<file path="config.mk">
export PLATFORM = sky130hd
export DESIGN_NAME = rmq_sqrt_cell
export DESIGN_NICKNAME = d
export VERILOG_FILES = /design/src/design/rmq_pkg.sv /design/src/design/rmq_sqrt_cell.sv
export SDC_FILE = /design/constraint.sdc
export NUM_CORES = 1
export LEC_CHECK = 0
export ABC_AREA = 1
export BUFFER_PORTS_ARGS = -buffer_cell sky130_fd_sc_hd__clkbuf_2
export CORE_AREA = 2 2 201 203
export DETAILED_ROUTE_END_ITERATION = 7
export DIE_AREA = 0 0 203 205
export HOLD_SLACK_MARGIN = 0.08
export SYNTH_ARGS = -nofsm -noshare
export SYNTH_HDL_FRONTEND = slang
export SYNTH_SLANG_ARGS = --single-unit
</file>
<file path="constraint.sdc">
create_clock -name aclk -period 1.7 [get_ports aclk]
set_input_delay 0.085 -clock aclk [delete_from_list [all_inputs] [get_ports aclk]]
set_output_delay 0.085 -clock aclk [all_outputs]
set_load 0.02 [all_outputs]
</file>
<file path="src/design/rmq_pkg.sv">
// ============================================================================
// rmq_pkg
// Shared types and constants for the rotation matrix to quaternion pipeline.
// ============================================================================
`default_nettype none

package rmq_pkg;

    localparam int QUAT_W = 18;   // width of a matrix element or quaternion part
    localparam int MAT_N  = 9;    // matrix elements per word
    localparam int AXES   = 4;    // quaternion parts w, x, y, z
    localparam int VAL_W  = 33;   // signed width of an unnormalized part
    localparam int MAG_W  = 31;   // magnitude width, largest part below 2^31
    localparam int SQ_W   = 62;   // square of one magnitude
    localparam int PAIR_W = 63;   // sum of two squares
    localparam int SUM_W  = 64;   // sum of four squares
    localparam int ROOT_W = 32;   // floor square root of the sum
    localparam int REM_W  = 34;   // square root partial remainder

    localparam logic [ROOT_W-1:0] QUAT_POS_MAX = 32'd131071;
    localparam logic [ROOT_W-1:0] QUAT_NEG_MAX = 32'd131072;
    localparam logic [QUAT_W-1:0] QUAT_SAT_HI  = 18'h1FFFF;
    localparam logic [QUAT_W-1:0] QUAT_SAT_LO  = 18'h20000;

    // which part carries the root argument
    typedef enum logic [1:0] {
        PIV_W,
        PIV_X,
        PIV_Y,
        PIV_Z
    } rmq_piv_t;

    typedef struct packed {
        logic [AXES-1:0] neg;
        logic            bad;
    } rmq_tag_t;

    typedef struct packed {
        logic [AXES-1:0][MAG_W-1:0] mag;
        rmq_tag_t                   tag;
    } rmq_vec_t;

endpackage

`default_nettype wire

</file>
<file path="src/design/rmq_sqrt_cell.sv">
// ============================================================================
// rmq_sqrt_cell
// One root bit of the digit-by-digit square root; magnitudes ride along.
// ============================================================================
`default_nettype none

module rmq_sqrt_cell (
    input  wire logic                        aclk,
    input  wire logic                        aresetn,
    input  wire logic                        en,
    input  wire logic                        in_valid,
    input  wire logic [rmq_pkg::SUM_W-1:0]   in_rad,
    input  wire logic [rmq_pkg::REM_W-1:0]   in_rem,
    input  wire logic [rmq_pkg::ROOT_W-1:0]  in_root,
    input  rmq_pkg::rmq_vec_t                in_vec,
    output logic                             out_valid,
    output logic [rmq_pkg::SUM_W-1:0]        out_rad,
    output logic [rmq_pkg::REM_W-1:0]        out_rem,
    output logic [rmq_pkg::ROOT_W-1:0]       out_root,
    output rmq_pkg::rmq_vec_t                out_vec
);

    localparam int CAT_W = rmq_pkg::REM_W + 2;

    logic [CAT_W-1:0]             cat, trial, diff;
    logic                         ge;
    logic [rmq_pkg::SUM_W-1:0]    rad_next, rad_reg;
    logic [rmq_pkg::REM_W-1:0]    rem_next, rem_reg;
    logic [rmq_pkg::ROOT_W-1:0]   root_next, root_reg;
    rmq_pkg::rmq_vec_t            vec_reg;
    logic                         vld_reg;

    always_comb begin
        cat       = {in_rem, in_rad[rmq_pkg::SUM_W-1 -: 2]};
        trial     = {2'b00, in_root, 2'b01};
        diff      = cat - trial;
        ge        = (cat >= trial);
        rem_next  = ge ? diff[rmq_pkg::REM_W-1:0] : cat[rmq_pkg::REM_W-1:0];
        root_next = {in_root[rmq_pkg::ROOT_W-2:0], ge};
        rad_next  = {in_rad[rmq_pkg::SUM_W-3:0], 2'b00};
    end

    always_ff @(posedge aclk) begin
        if (!aresetn) begin
            vld_reg <= 1'b0;
        end else if (en) begin
            vld_reg <= in_valid;
        end
    end

    always_ff @(posedge aclk) begin
        if (en) begin
            rad_reg  <= rad_next;
            rem_reg  <= rem_next;
            root_reg <= root_next;
            vec_reg  <= in_vec;
        end
    end

    assign out_valid = vld_reg;
    assign out_rad   = rad_reg;
    assign out_rem   = rem_reg;
    assign out_root  = root_reg;
    assign out_vec   = vec_reg;

endmodule

`default_nettype wire

</file>
==> impl_results.md <==
* Status: completed
* Dpl cell area at 15200 um2
* Mapped Cells at 908
* Clock sinks at 258
* CTS tree: done
* Worst path max stage delay at 350 ps
* Post-synth top area share at 71.3%
* Clock skew at 0 ps
* Met3 GRT Util at 4.63%
* Post-DP HPWL at 36.3 mm
* Crit path capture type: flop
* Fraction of layout cells with a size suffix above 1 at 39.1%
* Final hold vios at 0
* Drt initial violations at 603
* Most common cell on crit path: nand2_1
* Critical path peak fanout at 16
* Wire per inst at 20.1 um
* Fin crit share at 95.0%
* Clock Tree Buf Depth at 3
* Hold Path Class: input port to flop
* Commonest non-fill, non-tap cells in the layout: clkbuf_2, nand2_1, dlygate4sd3_1
* Clock-pin slew on the worst setup and hold paths at 60 ps
* DIE AREA at 41600 um2
* Yosys cell types at 26
* Worst Path Arrival at 1910 ps
* Mapped Area at 10800 um2
* Leakage at 9.01 nW
* Met1 Use GR at 26.3%
* Nets at 2149
* Via count at 10400
* Total Wirelength at 48.2 mm
* Type of the worst setup path: input port to flop
* Top cell type by total area after synthesis: edfxtp_1
* Seq/Total Area, Yosys at 71.5%
* Synth-to-layout area growth at 73.7%
* GR met2 Demand/Resource at 38.6%
* Worst-skew pair later-pin latency at 560 ps
* Vias in the first global route at 10500
* FMAX at 619 MHz
* Final Max Slew Viols at 0
* Max-Cap Viols at 0
* Synthesized flop and latch total at 258
* CP Cell Sequence: clkbuf_2 > inv_1 > ha_1 > nand2_1 > nor2_2 > nand2_1 > nor2_2 > nand2_1 > a21oi_2 > nor2_4 > nand2_8 > inv_4 > buf_12 > nand2_1 > nand2_1
* Total GRT Usage at 22.0%
* CTS Buf Count at 29
* Drt drc at 0
* Vert. Die Dim at 205 um
* Largest net degree at the start of global routing at 49
* Fin crit period at 1610 ps
* Post-CTS Setup Bufs at 0
* Most common cell after layout, fill and taps aside: clkbuf_2
* Core area at 39400 um2
* 1st-pass router iterations at 7
* Worst IR Drop VDD at 0.662 mV
* Synth Warn # at 0
* R2R Setup Slk at 330 ps
* GPL Wtd Cong at 0.895
* Slowest CP cell: ha_1
* H-tree Lvls at 1
* Root Driver: clkbuf_16
* # IOs at 523
* Antenna violation net count after detailed routing at 0
* Buffers on Ports at 520
* CP required at 2000 ps
* Setup-failing EPs final at 0
* Initial antenna violation count at 9
* Synth Area per Inst at 11.9 um2
* Power per cell area at 963 nW/um2
* Startpoint Class: input port
* Setup TNS Final at 0 ps
* Via/cell ratio at 4.32
* Final instance area at 18800 um2
* Die extent in x at 203 um
* Busiest grt layer: met2
* # rows at 73
* Global-route wire length before repair at 67.1 mm
* Grt ovf at 0
* Top post-synthesis cells by area: edfxtp_1, nand2_1, inv_1, ha_1, nor2_1
* Initial Util at 27.5%
cells by family after synthesis:
group / after synthesis / synth area share (%)
other: 1 / 0.0346
XOR/XNOR: 18 / 1.46
flip-flops: 258 / 71.5
buffers and inverters: 149 / 5.57
AO/OA/AOI/OAI: 44 / 2.20
adder cells (fa/ha/maj): 34 / 3.93
AND/OR/NAND/NOR: 404 / 15.3
power by group:
part / switching, mW / leakage (nW) / internal [mW]
combinational: 2.30 / 6.04 / 1.66
clock: 2.70 / 0.450 / 3.60
sequential: 0.199 / 2.52 / 7.66
total: 5.20 / 9.01 / 12.9
registers in the layout (all words and copies together) (netlist names):
register,cells
out_rad,62
out_rem,34
out_root,32
out_valid,1
out_vec,129
layout make-up:
type	instances	area, um2
fillers	3640	20600
flip-flops and latches	258	7740
repair buffers	920	6370
multi-input cells	502	2570
clock buffers	33	741
well taps	525	657
inverters	141	532
clock inverters	20	195
diodes	3	7.51
through the flow:
stage / setup slack (ps) / total power [mW] / utilization [%] / hold WS [ps] / std cells
after floorplan: 3.46 / 9.55 / - / 178 / 909
after global placement: -469 / 11.4 / 38.7 / 262 / 2085
after detailed placement: -419 / 11.4 / 38.7 / 264 / 2085
after CTS: 48.0 / 18.3 / 47.6 / 104 / 2398
after global routing: -16.5 / 18.8 / 47.8 / 123 / 2401
final: 85.7 / 18.1 / 47.8 / 66.7 / 2402
cells in the mapped netlist:
cell,n
nor3_1,3
xor2_1,15
nand2_1,283
ha_1,34
a21oi_1,25
edfxtp_1,257
nor2_2,6
o21ai_0,13
dfxtp_1,1
buf_4,5
o21bai_1,4
nand3b_1,4
nand4_1,6
nand2_8,1
nor4_1,1
nand3_2,2
nand2_2,5
inv_4,1
nor2_1,53
and2_1,2
inv_1,140
xnor2_1,3
conb_1,1
a21oi_2,2
buf_6,3
nand3_1,38
final timing paths:
path,depth (start not counted),startpoint,to
setup / recovery,15,in_root[15],out_rem[10]
hold / removal,4,in_rad[63],out_rem[1]
setup reg to reg,3,out_valid,out_valid
hold reg to reg,3,out_valid,out_valid
critical path, delay by kind of cell:
kind / cells / cell delay, ps
buf+inv: 4 / 450
compound gates: 1 / 190
simple gates: 9 / 830
fa+ha+maj: 1 / 350
metal layers:
| metal | up-vias | wire length (um) |
|---|---|---|
| met4 | 8 | 1820 |
| met5 | - | 46 |
| li1 | 4908 | - |
| met1 | 4982 | 19200 |
| met3 | 76 | 3180 |
| met2 | 412 | 23900 |
what timing repair did:
item                                    CTS  global route
endpoints found under the hold margin   295             0
resized for setup                         0             6
hold buffers                            260             0
endpoints found under the setup margin    0            34
Note: power is estimated with default switching activity, not from simulation.
