<file path="src/design/rmq_pkg.sv">
// ============================================================================
// rmq_pkg
// Shared types and constants for the rotation matrix to quaternion pipeline.
// ============================================================================
`default_nettype none

package rmq_pkg;

    localparam int QUAT_W = 18;   // width of a matrix element or quaternion part
    localparam int MAT_N  = 9;    // matrix elements per word
    localparam int AXES   = 4;    // quaternion parts w, x, y, z
    localparam int VAL_W  = 33;   // signed width of an unnormalized part
    localparam int MAG_W  = 31;   // magnitude width, largest part below 2^31
    localparam int SQ_W   = 62;   // square of one magnitude
    localparam int PAIR_W = 63;   // sum of two squares
    localparam int SUM_W  = 64;   // sum of four squares
    localparam int ROOT_W = 32;   // floor square root of the sum
    localparam int REM_W  = 34;   // square root partial remainder

    localparam logic [ROOT_W-1:0] QUAT_POS_MAX = 32'd131071;
    localparam logic [ROOT_W-1:0] QUAT_NEG_MAX = 32'd131072;
    localparam logic [QUAT_W-1:0] QUAT_SAT_HI  = 18'h1FFFF;
    localparam logic [QUAT_W-1:0] QUAT_SAT_LO  = 18'h20000;

    // which part carries the root argument
    typedef enum logic [1:0] {
        PIV_W,
        PIV_X,
        PIV_Y,
        PIV_Z
    } rmq_piv_t;

    typedef struct packed {
        logic [AXES-1:0] neg;
        logic            bad;
    } rmq_tag_t;

    typedef struct packed {
        logic [AXES-1:0][MAG_W-1:0] mag;
        rmq_tag_t                   tag;
    } rmq_vec_t;

endpackage

`default_nettype wire

</file>
<file path="src/design/rmq_norm_cell.sv">
// ============================================================================
// rmq_norm_cell
// One step of the normalizing shift: shifts all magnitudes if room remains.
// ============================================================================
`default_nettype none

module rmq_norm_cell #(
    parameter int SHIFT = 16
) (
    input  wire logic          aclk,
    input  wire logic          aresetn,
    input  wire logic          en,
    input  wire logic          in_valid,
    input  rmq_pkg::rmq_vec_t  in_vec,
    output logic               out_valid,
    output rmq_pkg::rmq_vec_t  out_vec
);

    logic              any_top;
    rmq_pkg::rmq_vec_t vec_next, vec_reg;
    logic              vld_reg;

    always_comb begin
        any_top  = 1'b0;
        vec_next = in_vec;
        for (int c = 0; c < rmq_pkg::AXES; c++) begin
            any_top = any_top | (|in_vec.mag[c][rmq_pkg::MAG_W-1 -: SHIFT]);
        end
        if (!any_top) begin
            for (int c = 0; c < rmq_pkg::AXES; c++) begin
                vec_next.mag[c] = in_vec.mag[c] << SHIFT;
            end
        end
    end

    always_ff @(posedge aclk) begin
        if (!aresetn) begin
            vld_reg <= 1'b0;
        end else if (en) begin
            vld_reg <= in_valid;
        end
    end

    always_ff @(posedge aclk) begin
        if (en) begin
            vec_reg <= vec_next;
        end
    end

    assign out_valid = vld_reg;
    assign out_vec   = vec_reg;

endmodule

`default_nettype wire

</file>
<file path="config.mk">
export PLATFORM = sky130hd
export DESIGN_NAME = rmq_norm_cell
export DESIGN_NICKNAME = d
export VERILOG_FILES = /design/src/design/rmq_pkg.sv /design/src/design/rmq_norm_cell.sv
export SDC_FILE = /design/constraint.sdc
export NUM_CORES = 1
export LEC_CHECK = 0
export ABC_AREA = 0
export BUFFER_PORTS_ARGS = -buffer_cell sky130_fd_sc_hd__clkbuf_2
export CAP_MARGIN = 40
export CORE_UTILIZATION = 35
export DETAILED_ROUTE_END_ITERATION = 7
export HOLD_SLACK_MARGIN = 0.15
export SYNTH_ARGS = -nofsm -noshare
export SYNTH_HDL_FRONTEND = slang
export SYNTH_SLANG_ARGS = --single-unit
</file>
<file path="constraint.sdc">
create_clock -name aclk -period 4.5 [get_ports aclk]
set_clock_uncertainty 0.15 [all_clocks]
set_input_delay 0.45 -clock aclk [delete_from_list [all_inputs] [get_ports aclk]]
set_output_delay 0.45 -clock aclk [all_outputs]
set_load 0.005 [all_outputs]
</file>
==> impl.org <==
** Drt
- Starting DRT DRC Count :: 122
- Via/cell ratio :: 4.57
- Routed length per instance :: 15.4 um
- The detailed router placed 3719 vias in this run.
- The count of nets left with antenna violations once routing finished came out at 0.
- Pre-antenna DRT Iters :: 4
- For this run, design rule violations remaining after detail routing come to 0.
- The routed design has between 10000 and 15000 um of wire.

** Finish
- Top library cells by usage in the layout, fill and taps aside :: clkbuf_2 (261), edfxtp_1 (129), dlygate4sd3_1 (64)
- Number of antenna diodes :: 0
- The library cell used most frequently in the layout, excluding fill and tap cells, is clkbuf_2.
- Fill cells in the final layout number roughly 1200.
- Total Nets Final :: 754
- Total non-filler cell area in the finished layout :: between 7000 and 8000 um2
- Final standard cell utilization of the core :: 0.554
- Layout cells sized above 1 :: 0.461
- Compared with the post-synthesis result, the final layout area differs by 54.8%.

** Timing
- In the finished design, the share of the clock period the worst path needs comes to 0.782.
- Setup slack on the critical path of the routed design comes to a little under 1 ns.
- Worst slew margin :: 0.439
- Setup repair after global routing left no endpoint under its margin.
- Setup total negative slack on the finished layout was measured at 0 ns.
- The tightest hold path in the finished design has a slack of 0.168 ns.
- The final hold violation count is 0.
- Subtracting the final worst setup slack from the clock period gives 3.52 ns.
- Number of pins exceeding their max-slew limit in the final report :: 0
- Setup violations remaining at the end of the flow were counted as 0.
- For this run, the top clock speed supported by timing is 0.284 GHz.
- Worst Tran Pin Value :: 0.841 ns

** Placed design
- Routability-driven placement finished with a final weighted congestion of 0.746.
- HPWL after detailed placement :: just under 9000 um
- The count of buffers added on input and output ports is ~260.
- Placement-stage cell area :: 6460 um2
- Timing analysis after detailed placement gives a worst setup slack of about 1.5 ns.

** GRT
- Remaining global-route overflow :: 0
- Global-route wire length before repair :: 18400 um
- The number of global-route vias before repair was 3726.
- Entering global routing, the biggest net connects 70 pins.
- The number of antenna violations at the first check in global routing is 0.
- All-layer global routing usage :: 0.173

** Hold path
- Source of the worst hold timing path :: in_vec[33]
- Counting instances, the worst hold path has a depth of 2.
- The min-delay analysis places its worst path in the category in2reg.
- The path with the worst hold slack has its endpoint at out_vec[33].

** Die
- Starting density of the core :: 0.358
- After floorplanning, the core was divided into between 40 and 50 placement rows.
- Die area :: 14700 um2
- Die width :: 121 um
- In this run the standard cell core region covers 13900 um2.
- 263 I/O pins were placed.
- The die is 121 um tall.

** Outcome
- The run finished with clean final reports.

** Power
- In this run the static leakage power is 0.00357 uW.
- IR analysis of the VDD net gives a maximum drop of between 200 and 300 uV.
- In this run the power density over the cells is 408 nW/um2.

** CTS
- Once the clock tree was built, the resizer swapped 0 gates to a different size.
- Source-to-sink clock delay at the later pin of the worst-skew pair :: 0.41 ns
- Counting along the longest clock path gives a buffer depth of 2.
- Clock sink count :: 130
- TritonCTS built the clock tree.
- The number of clock buffers added by TritonCTS is 17.
- The H-tree was split into 4 levels.
- CTS clock-pin slew for the worst setup and hold paths :: 0.05 ns
- Post-CTS setup buffer count :: 0
- The cell sitting at the root of the clock tree is a clkbuf_16.

** Logic synthesis
- Post-synthesis instance total :: 290
- Synthesized-area fraction occupied by adder cells :: 0
- Of the synthesized area, sequential elements account for 0.784.
- Synth Register Bits :: 130
- The number of nets handed over by synthesis was 423.
- Number of distinct library cells after synthesis :: 11
- Syn. warnings :: 0
- Of the total synthesized cell area, the portion taken by AND, OR, NAND and NOR gates is 0.105.
- The average instance in the mapped netlist occupies 17.1 um2.
- The compound-gate portion of the synthesized area came to 0.0907.
- Synth Area in XOR/XNOR :: 0
- The synthesized netlist occupies a cell area of slightly below 5000 um2.
- Dominant combinational cell family by area after synthesis :: simple AND/OR/NAND/NOR gates
- Multiplexer area fraction after synthesis :: 0.00201

** Worst setup path
- The endpoint identified for the worst register-to-register timing path is out_valid.
- Worst Reg2Reg Path Length in Cells :: 2
- Launch point of the worst reg-to-reg path :: out_valid
- Of all nets on the critical path, the largest fanout is 69.
- STA classifies the critical path endpoint as a flip-flop.
- STA classifies the critical path startpoint as an input port.
- Critical path data arrival time :: 3.65 ns
- The setup path with the least slack is of type in2reg.
- Setup slack of the worst register-to-register path :: 3.72 ns
- STA puts the critical path data required time at 4.63 ns.

** Job
- Across the run, the number of max-cap violations was 0.
## where the power goes
group          internal (uW)  leakage (uW)  switching, uW
Clock                    912      0.000292            464
Sequential              1440       0.00127           26.0
Combinational            166       0.00201            130
Total                   2520       0.00357            620
## logic make-up after synthesis
group	after synthesis
mux	1
simple gates	82
flops	130
compound gates	60
buf+inv	17
## state kept, by name, summed over array words and instances, names as in the netlist
name / cells
out_valid: 1
out_vec: 129
## synthesized netlist by cell type
| cell | instances | area [um2] |
|---|---|---|
| edfxtp_1 | 129 | 3870 |
| nor2b_1 | 61 | 382 |
| a21o_1 | 60 | 450 |
| nor4_1 | 16 | 100 |
| buf_4 | 7 | 52.6 |
| clkbuf_1 | 6 | 22.5 |
| buf_2 | 4 | 20.0 |
| nand4_1 | 4 | 25.0 |
| dfxtp_1 | 1 | 20.0 |
| mux2i_1 | 1 | 10.0 |
| nor4_2 | 1 | 12.5 |
## through the flow
step / cells / total power, uW
after floorplan: 290 / 1540
after global placement: 718 / 1740
after detailed placement: 718 / 1750
after CTS: 814 / 3180
after global routing: 814 / 3250
final: 814 / 3140
## area by class of cell
| type | instances | area, um2 | area share |
|---|---|---|---|
| clock inverter | 6 | 105 | 0.0137 |
| timing repair buffer | 329 | 1990 | 0.259 |
| multi-input combinational | 143 | 988 | 0.129 |
| sequential | 130 | 3890 | 0.506 |
| tap | 180 | 225 | 0.0293 |
| clock buffer | 26 | 489 | 0.0636 |
## worst max-delay path: stages
cell and delay [ns]:
dlygate4sd3_1 0.54, clkbuf_2 0.12, nor4_1 0.47, nand4_1 0.35, nor4_4 0.31, buf_4 0.59
a21o_1 0.22, dlygate4sd3_1 0.55
## metal layers
layer	wire (um)	GRT usage
met5	0	0
met4	377	0.103
met3	1120	0.0653
met2	6230	0.297
met1	4840	0.180
## worst max path at each step
stage                from           end  slack, ns
2_1_floorplan  in_vec[65]  out_vec[100]       2.50
5_1_grt        in_vec[86]   out_vec[30]       0.79
4_1_cts        in_vec[24]   out_vec[30]       0.96
3_5_place_dp   in_vec[24]    out_vec[6]       1.54
3_3_place_gp   in_vec[24]   out_vec[13]       1.56
6_report       in_vec[24]   out_vec[30]       0.98
## repair_timing
action                                  4_1_cts  5_1_grt
endpoints found under the hold margin        54        0
hold buffers                                 64        0
endpoints found under the setup margin        0        0
Power figures use the tool's default switching activity.
