==> config.mk <==
export PLATFORM = sky130hd
export DESIGN_NAME = rmq_div_cell
export DESIGN_NICKNAME = d
export VERILOG_FILES = /design/src/design/rmq_pkg.sv /design/src/design/rmq_div_cell.sv
export SDC_FILE = /design/constraint.sdc
export NUM_CORES = 1
export LEC_CHECK = 0
export BUFFER_PORTS_ARGS = -buffer_cell sky130_fd_sc_hd__buf_2
export CORE_ASPECT_RATIO = 1.5
export CORE_UTILIZATION = 45
export DETAILED_ROUTE_END_ITERATION = 12
export MAX_ROUTING_LAYER = met4
export PLACE_DENSITY = 0.81
export RECOVER_POWER = 50
export SETUP_SLACK_MARGIN = 0.4
export SYNTH_ARGS = -nofsm -noshare
export SYNTH_HDL_FRONTEND = slang
export SYNTH_SLANG_ARGS = --single-unit
==> constraint.sdc <==
create_clock -name aclk -period 6.9 [get_ports aclk]
set_input_delay 0.345 -clock aclk [delete_from_list [all_inputs] [get_ports aclk]]
set_output_delay 0.345 -clock aclk [all_outputs]
set_load 0.01 [all_outputs]
==> src/design/rmq_pkg.sv <==
// ============================================================================
// rmq_pkg
// Shared types and constants for the rotation matrix to quaternion pipeline.
// ============================================================================
`default_nettype none

package rmq_pkg;

    localparam int QUAT_W = 18;   // width of a matrix element or quaternion part
    localparam int MAT_N  = 9;    // matrix elements per word
    localparam int AXES   = 4;    // quaternion parts w, x, y, z
    localparam int VAL_W  = 33;   // signed width of an unnormalized part
    localparam int MAG_W  = 31;   // magnitude width, largest part below 2^31
    localparam int SQ_W   = 62;   // square of one magnitude
    localparam int PAIR_W = 63;   // sum of two squares
    localparam int SUM_W  = 64;   // sum of four squares
    localparam int ROOT_W = 32;   // floor square root of the sum
    localparam int REM_W  = 34;   // square root partial remainder

    localparam logic [ROOT_W-1:0] QUAT_POS_MAX = 32'd131071;
    localparam logic [ROOT_W-1:0] QUAT_NEG_MAX = 32'd131072;
    localparam logic [QUAT_W-1:0] QUAT_SAT_HI  = 18'h1FFFF;
    localparam logic [QUAT_W-1:0] QUAT_SAT_LO  = 18'h20000;

    // which part carries the root argument
    typedef enum logic [1:0] {
        PIV_W,
        PIV_X,
        PIV_Y,
        PIV_Z
    } rmq_piv_t;

    typedef struct packed {
        logic [AXES-1:0] neg;
        logic            bad;
    } rmq_tag_t;

    typedef struct packed {
        logic [AXES-1:0][MAG_W-1:0] mag;
        rmq_tag_t                   tag;
    } rmq_vec_t;

endpackage

`default_nettype wire

==> src/design/rmq_div_cell.sv <==
// ============================================================================
// rmq_div_cell
// One quotient bit of restoring division, four lanes against a shared norm.
// ============================================================================
`default_nettype none

module rmq_div_cell #(
    parameter int FRACTION_BITS = 16
) (
    input  wire logic                                             aclk,
    input  wire logic                                             aresetn,
    input  wire logic                                             en,
    input  wire logic                                             in_valid,
    input  wire logic [rmq_pkg::AXES-1:0][rmq_pkg::ROOT_W-1:0]    in_rem,
    input  wire logic [rmq_pkg::AXES-1:0][FRACTION_BITS:0]        in_low,
    input  wire logic [rmq_pkg::ROOT_W-1:0]                       in_nrm,
    input  rmq_pkg::rmq_tag_t                                     in_tag,
    output logic                                                  out_valid,
    output logic [rmq_pkg::AXES-1:0][rmq_pkg::ROOT_W-1:0]         out_rem,
    output logic [rmq_pkg::AXES-1:0][FRACTION_BITS:0]             out_low,
    output logic [rmq_pkg::ROOT_W-1:0]                            out_nrm,
    output rmq_pkg::rmq_tag_t                                     out_tag
);

    // low holds dividend bits not yet used; quotient bits shift in behind them
    logic [rmq_pkg::ROOT_W:0]                             t, d;
    logic                                                 ge;
    logic [rmq_pkg::AXES-1:0][rmq_pkg::ROOT_W-1:0]        rem_next, rem_reg;
    logic [rmq_pkg::AXES-1:0][FRACTION_BITS:0]            low_next, low_reg;
    logic [rmq_pkg::ROOT_W-1:0]                           nrm_reg;
    rmq_pkg::rmq_tag_t                                    tag_reg;
    logic                                                 vld_reg;

    always_comb begin
        t  = '0;
        d  = '0;
        ge = 1'b0;
        for (int c = 0; c < rmq_pkg::AXES; c++) begin
            t           = {in_rem[c], in_low[c][FRACTION_BITS]};
            d           = t - {1'b0, in_nrm};
            ge          = (t >= {1'b0, in_nrm});
            rem_next[c] = ge ? d[rmq_pkg::ROOT_W-1:0] : t[rmq_pkg::ROOT_W-1:0];
            low_next[c] = {in_low[c][FRACTION_BITS-1:0], ge};
        end
    end

    always_ff @(posedge aclk) begin
        if (!aresetn) begin
            vld_reg <= 1'b0;
        end else if (en) begin
            vld_reg <= in_valid;
        end
    end

    always_ff @(posedge aclk) begin
        if (en) begin
            rem_reg <= rem_next;
            low_reg <= low_next;
            nrm_reg <= in_nrm;
            tag_reg <= in_tag;
        end
    end

    assign out_valid = vld_reg;
    assign out_rem   = rem_reg;
    assign out_low   = low_reg;
    assign out_nrm   = nrm_reg;
    assign out_tag   = tag_reg;

endmodule

`default_nettype wire

==> impl_metrics.py <==
metrics = {
    "global_routing": {
        "grt_pass1_wl_um": 77900,
        "grt_pass1_vias": 14055,
        "grt_use_total": 0.298,
        "overflow": 0,
        "grt_max_degree": 93,
        "antenna_found_initial": 9,
    },
    "timing": {
        "holdWs_ns": 0.0214,
        "period_needed_ns": 5.00,
        "finalSetupViolCount": 0,
        "final.setup.tns_ns": 0,
        "finalCritPeriodShare": 0.725,
        "fmax_ghz": 0.200,
        "rsz0062_at_grt": "false",
        "skew_ns": 0,
        "slew_violations": 93,
        "hold_viol": 0,
        "timing.slew.headroom": -2.37,
        "tightest_slew_ns": 5.06,
    },
    "yosys": {
        "netlist_instances": 1449,
        "synth_nets": 1818,
        "synth_flop_cell": "edfxtp_1",
        "yosysSeqAreaShare": 0.442,
        "async_reset_ff_frac": 0,
        "synth_edf_count": 233,
        "synth_area_per_cell_um2": 11.0,
        "ys_ff_latch": 234,
        "syn_area_um2": 15900,
        "ys.warnings.count": 0,
        "ys_types": 79,
    },
    "critical_path": {
        "critPathBufInv": 2,
        "slowest_delay_ns": 3.49,
        "cp-end-kind": "flop",
        "cp-start-kind": "input pin",
        "cp.arrival_ns": 5.17,
        "crit_required_ns": 7.06,
        "critical_path_class": "input pin to flop",
        "cp_top_family": "buffers and inverters",
        "crit_fanout": 92,
        "crit_slowest_cell": "clkbuf_1",
        "cp_cell_sequence": "clkbuf_1 > buf_4",
    },
    "route": {
        "route.antenna.remaining_nets": 0,
        "first_iter_violations": 948,
        "wl_per_cell_um": 22.0,
        "drt-total-wl_um": 54500,
        "drc": 0,
        "via_per_inst": 5.64,
        "drt_pre_antenna_iters": 7,
        "num_vias": 13982,
    },
    "finish": {
        "final_common_cell": "buf_2",
        "final_cell_mix": "buf_2 (270), edfxtp_1 (233), clkbuf_1 (203)",
        "drive_above_1_share": 0.203,
        "layout.nets": 2358,
        "syn_to_final_growth_pct": 26.1,
    },
    "clock_tree": {
        "numClockSinks": 234,
        "cts_buffers": 24,
        "cts_max_level": 1,
        "clockRootBuffer": "clkbuf_16",
        "path_clk_slew_ns": 0.06,
        "cts_tree": "done",
        "cts_resized": 0,
        "insertion_delay_ns": 0.54,
        "cts_buffer_depth": 3,
    },
    "place": {
        "numPortBuffers": 470,
        "place.gp.congestion": 0.942,
        "dpl.hpwl_um": 42800,
    },
    "floorplan": {
        "core-area_um2": 34500,
        "initial_core_util": 0.460,
        "die_w_um": 155,
        "fp.dieH_um": 232,
        "io_pins": 471,
        "row_count": 83,
        "die_area_um2": 36000,
    },
    "run": {
        "timing.max_cap.violations": 1,
    },
    "outcome": {
        "status": "complete, but fails checks",
        "violations": "capacitance limit, slew limit",
    },
    "hold_path": {
        "hp-class": "input pin to flop",
    },
    "power_and_ir_drop": {
        "p_leak_uw": 0.00834,
        "p_per_area_nw_per_um2": 232,
        "vdd_ir_drop_max_mv": 0.256,
    },
}
==> Yosys cell counts (6+ instances only) <==
cell type    n  area share
nand2_1    115       0.027
a31oi_1     11      0.0043
xnor2_1     63       0.035
nand4_1     26       0.010
ha_1       128        0.10
buf_2        6      0.0019
a211o_1      6      0.0033
nor4_1       8      0.0032
a21o_1      53       0.025
inv_1       69       0.016
xor2_1      45       0.025
nand3_1     36       0.011
o21ai_0     81       0.026
mux2_1      26       0.018
a31o_2       6      0.0033
a21oi_1    123       0.039
o31ai_1      8      0.0038
edfxtp_1   233        0.44
nor3_1      27      0.0085
o21a_1      11      0.0052
clkbuf_1    31      0.0073
and2_1       9      0.0035
nor2_1      69       0.016
a21boi_0     6      0.0028
nor2b_1     16      0.0063
nand2b_1    15      0.0059
mux2i_1      9      0.0057
o21bai_1    19      0.0090
o211ai_1     9      0.0043
a211oi_1    11      0.0052
o21ai_1     11      0.0035
and3_1       7      0.0028
mux2_2      10      0.0071
mux2_4      53       0.050
==> repair_timing <==
item	CTS	global route
hold endpoints to repair	87	1
hold buffers	87	1
setup buffers	0	0
==> final timing paths <==
kind / startpoint / to / slack, ns / cells after the start
worst min-delay path: aresetn / out_valid / 0.02 / 2
worst min register to register: out_valid / out_valid / 0.53 / 2
worst max register to register: out_valid / out_valid / 6.21 / 2
worst max-delay path: en / out_rem[67] / 1.90 / 2
==> area by class of cell <==
cell class / instances / area [µm²]
Tap cell: 467 / 584
Antenna cell: 7 / 17.5
Inverter: 70 / 263
Clock inverter: 14 / 159
Fill cell: 3038 / 14500
Sequential cell: 234 / 7020
Timing Repair Buffer: 564 / 3030
Multi-Input combinational cell: 1095 / 8310
Clock buffer: 28 / 637
==> state kept, by name, summed over array words and instances, names as in the netlist <==
name,flops
out_rem,128
out_low,68
out_nrm,32
out_tag,5
out_valid,1
==> through the flow <==
step                       util  setup WS, ns  power [µW]  cells  instance area [µm²]
after floorplan               -          3.86        2770   1449                15900
after global placement    0.539          2.99        3270   2342                18600
after detailed placement  0.539          2.89        3290   2342                18600
after CTS                 0.587          2.99        4680   2471                20200
after global routing      0.580          1.57        4840   2477                20000
final                     0.581          1.90        4650   2479                20000
==> cells by family after synthesis <==
group,Yosys count,share of synthesized area
AOI/OAI and AO/OA,405,0.169
xor gates and xnor gates,108,0.0596
adders and majority gates,132,0.106
buffers and inverters,120,0.0351
DFF,234,0.442
muxes,98,0.0813
and+or+nand+nor,352,0.107
==> routing by layer <==
metal / vias up / wire length, µm / global-route usage
met5: - / 0 / -
met4: 0 / 3040 / 0.155
met3: 161 / 3530 / 0.0476
met2: 636 / 28700 / 0.558
met1: 6645 / 19100 / 0.293
li1: 6540 / - / -
==> where the power goes <==
part	total [µW]	internal, µW	switching (µW)
clock network	1350	774	576
registers	1870	1800	70.6
logic	1430	609	816
total	4650	3180	1460
Power figures use the tool's default switching activity.
