**src/design/rmq_pkg.sv**
```systemverilog
// ============================================================================
// rmq_pkg
// Shared types and constants for the rotation matrix to quaternion pipeline.
// ============================================================================
`default_nettype none

package rmq_pkg;

    localparam int QUAT_W = 18;   // width of a matrix element or quaternion part
    localparam int MAT_N  = 9;    // matrix elements per word
    localparam int AXES   = 4;    // quaternion parts w, x, y, z
    localparam int VAL_W  = 33;   // signed width of an unnormalized part
    localparam int MAG_W  = 31;   // magnitude width, largest part below 2^31
    localparam int SQ_W   = 62;   // square of one magnitude
    localparam int PAIR_W = 63;   // sum of two squares
    localparam int SUM_W  = 64;   // sum of four squares
    localparam int ROOT_W = 32;   // floor square root of the sum
    localparam int REM_W  = 34;   // square root partial remainder

    localparam logic [ROOT_W-1:0] QUAT_POS_MAX = 32'd131071;
    localparam logic [ROOT_W-1:0] QUAT_NEG_MAX = 32'd131072;
    localparam logic [QUAT_W-1:0] QUAT_SAT_HI  = 18'h1FFFF;
    localparam logic [QUAT_W-1:0] QUAT_SAT_LO  = 18'h20000;

    // which part carries the root argument
    typedef enum logic [1:0] {
        PIV_W,
        PIV_X,
        PIV_Y,
        PIV_Z
    } rmq_piv_t;

    typedef struct packed {
        logic [AXES-1:0] neg;
        logic            bad;
    } rmq_tag_t;

    typedef struct packed {
        logic [AXES-1:0][MAG_W-1:0] mag;
        rmq_tag_t                   tag;
    } rmq_vec_t;

endpackage

`default_nettype wire

```
**src/design/rmq_front.sv**
```systemverilog
// ============================================================================
// rmq_front
// Trace, pivot choice, unnormalized quaternion, then sign and magnitude.
// ============================================================================
`default_nettype none

module rmq_front #(
    parameter int FRACTION_BITS = 16
) (
    input  wire logic                                       aclk,
    input  wire logic                                       aresetn,
    input  wire logic                                       en,
    input  wire logic                                       in_valid,
    input  wire logic [rmq_pkg::MAT_N-1:0][rmq_pkg::QUAT_W-1:0] mat,
    output logic                                            out_valid,
    output rmq_pkg::rmq_vec_t                               out_vec
);

    localparam logic signed [rmq_pkg::VAL_W-1:0] ONE =
        rmq_pkg::VAL_W'(1) <<< FRACTION_BITS;

    logic signed [rmq_pkg::VAL_W-1:0] mm [rmq_pkg::MAT_N];
    logic signed [rmq_pkg::VAL_W-1:0] tr, arg;
    rmq_pkg::rmq_piv_t                piv;

    logic [rmq_pkg::AXES-1:0][rmq_pkg::VAL_W-1:0] v_next, v_reg;
    logic bad_next, bad_reg, vld1_reg;

    rmq_pkg::rmq_vec_t vec_next, vec_reg;
    logic              vld2_reg;

    always_comb begin
        for (int i = 0; i < rmq_pkg::MAT_N; i++) begin
            mm[i] = rmq_pkg::VAL_W'(signed'(mat[i]));
        end
        tr = mm[0] + mm[4] + mm[8];
        if (tr > 0) begin
            piv = rmq_pkg::PIV_W;
        end else begin
            piv = rmq_pkg::PIV_X;
            if (mm[4] > mm[0]) begin
                piv = rmq_pkg::PIV_Y;
            end
            if (mm[8] > ((piv == rmq_pkg::PIV_Y) ? mm[4] : mm[0])) begin
                piv = rmq_pkg::PIV_Z;
            end
        end
        unique case (piv)
            rmq_pkg::PIV_W: begin
                arg       = tr + ONE;
                v_next[0] = arg;
                v_next[1] = mm[5] - mm[7];
                v_next[2] = mm[6] - mm[2];
                v_next[3] = mm[1] - mm[3];
            end
            rmq_pkg::PIV_X: begin
                arg       = mm[0] - (mm[4] + mm[8]) + ONE;
                v_next[0] = mm[5] - mm[7];
                v_next[1] = arg;
                v_next[2] = mm[1] + mm[3];
                v_next[3] = mm[2] + mm[6];
            end
            rmq_pkg::PIV_Y: begin
                arg       = mm[4] - (mm[8] + mm[0]) + ONE;
                v_next[0] = mm[6] - mm[2];
                v_next[1] = mm[3] + mm[1];
                v_next[2] = arg;
                v_next[3] = mm[5] + mm[7];
            end
            default: begin
                arg       = mm[8] - (mm[0] + mm[4]) + ONE;
                v_next[0] = mm[1] - mm[3];
                v_next[1] = mm[6] + mm[2];
                v_next[2] = mm[7] + mm[5];
                v_next[3] = arg;
            end
        endcase
        bad_next = (arg <= 0);
    end

    always_comb begin
        for (int c = 0; c < rmq_pkg::AXES; c++) begin
            vec_next.tag.neg[c] = v_reg[c][rmq_pkg::VAL_W-1];
            vec_next.mag[c]     = vec_next.tag.neg[c]
                                ? rmq_pkg::MAG_W'(-v_reg[c])
                                : v_reg[c][rmq_pkg::MAG_W-1:0];
        end
        vec_next.tag.bad = bad_reg;
    end

    always_ff @(posedge aclk) begin
        if (!aresetn) begin
            vld1_reg <= 1'b0;
            vld2_reg <= 1'b0;
        end else if (en) begin
            vld1_reg <= in_valid;
            vld2_reg <= vld1_reg;
        end
    end

    always_ff @(posedge aclk) begin
        if (en) begin
            v_reg   <= v_next;
            bad_reg <= bad_next;
            vec_reg <= vec_next;
        end
    end

    assign out_valid = vld2_reg;
    assign out_vec   = vec_reg;

endmodule

`default_nettype wire

```
**config.mk**
```make
export PLATFORM = sky130hd
export DESIGN_NAME = rmq_front
export DESIGN_NICKNAME = d
export VERILOG_FILES = /design/src/design/rmq_pkg.sv /design/src/design/rmq_front.sv
export SDC_FILE = /design/constraint.sdc
export NUM_CORES = 1
export LEC_CHECK = 0
export CAP_MARGIN = 20
export CORE_MARGIN = 4
export CORE_UTILIZATION = 60
export CTS_CLUSTER_DIAMETER = 120
export DETAILED_ROUTE_END_ITERATION = 7
export DONT_BUFFER_PORTS = 1
export PLACE_DENSITY = 0.79
export SETUP_SLACK_MARGIN = 0.3
export SLEW_MARGIN = 40
export SYNTH_ARGS = -nofsm -noshare
export SYNTH_HDL_FRONTEND = slang
export SYNTH_SLANG_ARGS = --single-unit
```
**constraint.sdc**
```tcl
create_clock -name aclk -period 6.4 [get_ports aclk]
set_input_delay 1.28 -clock aclk [delete_from_list [all_inputs] [get_ports aclk]]
set_output_delay 1.28 -clock aclk [all_outputs]
set_load 0.01 [all_outputs]
```
==> results of run 1 <==
area by class of cell:
type	count	area (µm²)
Clock buffer	30	602
Multi-Input combinational cell	2014	15300
Timing Repair Buffer	173	1360
Sequential cell	222	6650
Antenna cell	1	2.50
Clock inverter	11	91.3
Fill cell	3015	12000
Inverter	228	856
Tap cell	511	639
critical path: cells and delay by family:
kind            cells  cell delay [ps]
buf+inv             2              130
compound gates     15             2370
fa+ha+maj           5             1250
mux                 1              140
simple gates        7             1140
xor+xnor            2              400
metrics by stage:
stage / instance area [µm²] / power, mW / utilization [%] / cells
global placement: 24500 / 6.84 / 65.3 / 3138
detailed placement: 24500 / 6.93 / 65.4 / 3140
global route: 25500 / 8.83 / 68.0 / 3189
CTS: 25300 / 8.22 / 67.4 / 3181
finish: 25500 / 8.41 / 68.0 / 3190
floorplan: 22900 / 5.23 / - / 2547
final timing paths:
kind | to | slack, ps | cells past startpoint
setup / recovery | bad_reg$_DFFE_PP_ | 50 | 32
hold / removal | out_vec[0]$_DFFE_PP_ | 510 | 0
setup reg to reg | out_vec[26]$_DFFE_PP_ | 3610 | 9
hold reg to reg | out_vec[0]$_DFFE_PP_ | 510 | 0
kinds of logic (layout without fill, tap and decap cells):
| group | after synthesis | after routing |
|---|---|---|
| AO/OA/AOI/OAI | 670 | 670 |
| AND/OR/NAND/NOR | 656 | 656 |
| adder cells (fa/ha/maj) | 352 | 352 |
| buffers and inverters | 311 | 442 |
| XOR/XNOR | 244 | 244 |
| flip-flops | 222 | 222 |
| multiplexers | 62 | 62 |
| other | 1 | 31 |
power by group:
| group | leakage (nW) | internal (mW) | total, mW | switching (mW) |
|---|---|---|---|---|
| combinational | 8.45 | 1.86 | 4.49 | 2.63 |
| sequential | 2.17 | 2.22 | 2.64 | 0.428 |
| clock | 0.338 | 0.708 | 1.27 | 0.565 |
| total | 11.0 | 4.78 | 8.41 | 3.63 |
what timing repair did:
item,in CTS,in global routing
pin swaps,1,6
endpoints found under the setup margin,1,39
setup buffers,0,8
gates cloned,0,0
gates resized for setup,6,25
layer usage:
layer,track usage (%),wire (µm)
met1,42.8,28800
met2,58.9,34700
met3,6.31,6270
met4,14.9,4010
met5,0,0
layout by cell type, fill, tap and decap left out, drive strengths merged, types with 29 or more instances in the layout:
cell / instances
clkbuf: 30
nand3: 48
conb: 30
nand2b: 45
a21o: 39
buf: 173
o21bai: 30
ha: 305
fa: 47
o21ai: 164
mux2i: 53
xor2: 43
o21a: 29
edfxtp: 220
nor2: 177
o211ai: 31
nand2: 193
nor3: 50
xnor2: 201
a21oi: 191
inv: 231
==> flow_summary.toml, run 1 <==
[synth]
synthTopCellsByArea = "edfxtp_1 29%, ha_1 17%, xnor2_1 7.7%, a21oi_1 4.2%, fa_1 4.1%"
synth_common_cells = "305 x ha_1, 228 x inv_1, 220 x edfxtp_1"
synthSimpleGateAreaFrac_pct = 13.8
postSynthAreaPerCell_um2 = 9.03
synth_edf_count = 220
yosysWarnings = 0
ys.flop_type = "edfxtp_1"
synth_compound_area_share_pct = 18.7
ys_seq_area_share_pct = 29.2
syn_inst = 2518
synthAdderAreaFrac_pct = 20.9
syn_area_um2 = 22700
synthMuxAreaShare_pct = 2.78
synth_cell_types = 80
synth_top_family_by_area = "adder cells"
yosysMostFrequentCell = "ha_1"
yosys.area.top_type = "edfxtp_1"
async_flop_share_pct = 0
ys_ff_latch = 222
synth_xor_area_share_pct = 9.39
synth_top_area_share_pct = 29.0

[detailed_routing]
vias = 19800
drt_first_pass_iters = 6
final_antenna_net_count = 0
drt_iter0_drc = 1917
drc = 0
wl_per_cell_um = 23.1
viasPerCell = 6.19
finalWirelength_mm = 73.7

[job]
maxCapViolCount = 0

[critical_path]
startpoint_type = "primary input"
cp_max_fo = 4
critical_path_required_ps = 6760
crit_start = "mat[0]"
critPathSlowestCell = "a221o_1"
worst_ep_arrival_time_ps = 6710
crit_type = "primary input to flop"
crit_path_frequent_cell = "a21oi_1"
timing.rr.start = "v_reg[3]$_DFFE_PP_"
endpoint_kind = "flop"
max_stage_delay_ps = 370

[power_and_ir_drop]
leakage_nw = 11.0
peakVddDrop_mv = 0.218
p_per_area_nw_per_um2 = 330

[sta]
finClkSkew_ps = 14.9
fin_crit_sh_pct = 99.3
whs_ps = 508
max_slew_margin_pct = 46.4
worst_pin_slew_ps = 793
slew_viol_final = 0
setup_ws_ps = 45.1
setup_viol = 0
hold_viol = 0
setup_tns_ps = 0
rsz0062_at_grt = "true"
max_clock_freq_mhz = 157
finalCriticalPeriod_ps = 6350

[grt]
grt_max_degree = 223
grtUsageTotal_pct = 34.4
grt_antenna_before_repair = 2
grt_pass1_vias = 19200
grt_pass1_wl_mm = 110
overflow = 0

[layout]
area_growth_pct = 12.1
fin_nets = 3180
largest_register_ffs = 129
layout-drive-gt1-share_pct = 10.3

[floorplan]
dieArea_um2 = 41100
io_pins = 296
initial_utilization_pct = 60.7
rows = 71
die_h_um = 203
die_w_um = 203
core_area_um2 = 37500

[cts]
cts_tree = "yes"
htree_levels = 1
cts_buffers = 23
clk_path_buf_depth = 3
clockRootBuffer = "clkbuf_16"
postCtsHoldBufs = 0
clkLatencyLatePin_ps = 530
cts_sinks = 222
path_clk_slew_ps = 70

[hold_path]
hp-class = "flop to flop"
min_from = "bad_reg$_DFFE_PP_"

[placement]
port_buffers = 0
pre_cts_ws_ps = -684
dp.final_hpwl_mm = 61.3
gp_congestion = 0.971

[status]
status = "completed"
Note: power is estimated with default switching activity, not from simulation.
==> inputs of run 2 (changes only) <==
CORE_ASPECT_RATIO = 0.6   (was unset)
==> flow_summary.toml, run 2 (same netlist as run 1, synthesis figures left out) <==
[status]
status = "finished, violations left"
violations = "setup timing"

[floorplan]
die_h_um = 159
initial_utilization_pct = 61.7
dieArea_um2 = 41200
rows = 54
io_pins = 296
die_w_um = 259
core_area_um2 = 36900

[sta]
whs_ps = 483
finalCriticalPeriod_ps = 6550
setup_viol = 1
fin_crit_sh_pct = 102
setup_ws_ps = -153
max_slew_margin_pct = 40.7
rsz0062_at_grt = "true"
hold_viol = 0
slew_viol_final = 0
setup_tns_ps = -153
finClkSkew_ps = 29.9
worst_pin_slew_ps = 878
max_clock_freq_mhz = 153

[placement]
port_buffers = 0
placed_area_um2 = 24700
dp.final_hpwl_mm = 66.7
gp_congestion = 1.03

[detailed_routing]
drt_first_pass_iters = 6
finalWirelength_mm = 81.8
vias = 20700
wl_per_cell_um = 25.5
viasPerCell = 6.46
drt_iter0_drc = 2882
drc = 0
final_antenna_net_count = 0

[power_and_ir_drop]
p_int_mw = 4.91
pwr-share-clk_pct = 14.9
leakage_nw = 11.1
pwr-share-comb_pct = 54.2
seqPwrFrac_pct = 30.9
p_per_area_nw_per_um2 = 339
power.share.switching_pct = 43.9
peakVddDrop_mv = 0.223
power.switching_mw = 3.84

[cts]
htree_levels = 1
postCtsHoldBufs = 0
clk_path_buf_depth = 3
cts_tree = "yes"
clkLatencyLatePin_ps = 550
cts_sinks = 222
cts_buffers = 22
path_clk_slew_ps = 70
clockRootBuffer = "clkbuf_16"

[grt]
grt_pass1_wl_mm = 119
grt_antenna_before_repair = 5
grt_max_degree = 223
grt_pass1_vias = 19300
overflow = 0
grtUsageTotal_pct = 37.4

[layout]
layout_common_cells = "296 x ha_1, 227 x inv_1, 220 x edfxtp_1"
nFillCells = 2824
layout_commonest_cell = "ha_1"
largest_register_ffs = 129
layout-drive-gt1-share_pct = 12.1
fin_nets = 3198
postLayoutCoreUtil_pct = 70.1
final_area_um2 = 25900
multi_input_area_um2 = 15400
area_growth_pct = 13.7
regArea_um2 = 6650

[critical_path]
critical_path_required_ps = 6760
crit_type = "primary input to flop"
ff2ff_setup_slack_ps = 3360
startpoint_type = "primary input"
cp_max_fo = 6
critPathSlowestCell = "a221o_1"
max_stage_delay_ps = 410
worst_ep_arrival_time_ps = 6920
endpoint_kind = "flop"

[job]
maxCapViolCount = 0

[hold_path]
hp-class = "flop to flop"
==> run 2: critical path, delay by kind of cell <==
kind                     cells  cell delay (ps)
AND/OR/NAND/NOR              6              960
XOR/XNOR                     2              190
multiplexers                 1              160
adder cells (fa/ha/maj)      4             1090
AO/OA/AOI/OAI               15             3080
buffers and inverters        1              140
==> run 2: path summary, 6_finish.rpt <==
path	from	to	cells after the start
worst max-delay path	mat[0]	bad_reg$_DFFE_PP_	29
worst min-delay path	v_reg[33]$_DFFE_PP_	out_vec[36]$_DFFE_PP_	0
worst max register to register	v_reg[0]$_DFFE_PP_	out_vec[26]$_DFFE_PP_	9
worst min register to register	v_reg[33]$_DFFE_PP_	out_vec[36]$_DFFE_PP_	0
==> run 2: final cells by class <==
type                       count  share of cell area (%)
timing repair buffer         192                    6.34
clock buffer                  27                    2.20
antenna                        1                 0.00967
sequential                   222                    25.7
multi-input combinational   2014                    59.5
inverter                     228                    3.31
tap                          504                    2.44
clock inverter                13                   0.532
==> run 2: metal layers <==
layer | vias to the layer above | part of all wire, % | GRT usage, %
met5 | - | 0.049 | 0
met4 | 6 | 1.9 | 5.51
met3 | 141 | 15 | 13.8
met2 | 1314 | 41 | 54.3
met1 | 9880 | 42 | 54.7
li1 | 9322 | - | -
==> run 2: power by group through the flow <==
stage	Clock [mW]	Combinational (mW)	Sequential, mW
final	1.31	4.75	2.71
after detailed placement	0	4.32	2.71
after global placement	0	4.21	2.68
after floorplan	0	2.70	2.53
after global routing	1.37	5.02	2.73
after CTS	1.30	4.36	2.69
==> run 2: timing repair <==
action                                  4_1_cts  5_1_grt
pin swaps                                     0       36
cloned                                        0        3
endpoints found under the setup margin        1       71
buffers inserted                              0       10
gates resized for setup                       7       76
==> run 2: metrics by stage <==
stage	worst slack, ps	power (mW)	cells
3_3_place_gp	-471	6.89	3146
2_1_floorplan	-9.63	5.23	2547
4_1_cts	26.8	8.35	3187
6_report	-153	8.76	3201
5_1_grt	-450	9.12	3200
3_5_place_dp	-587	7.03	3147
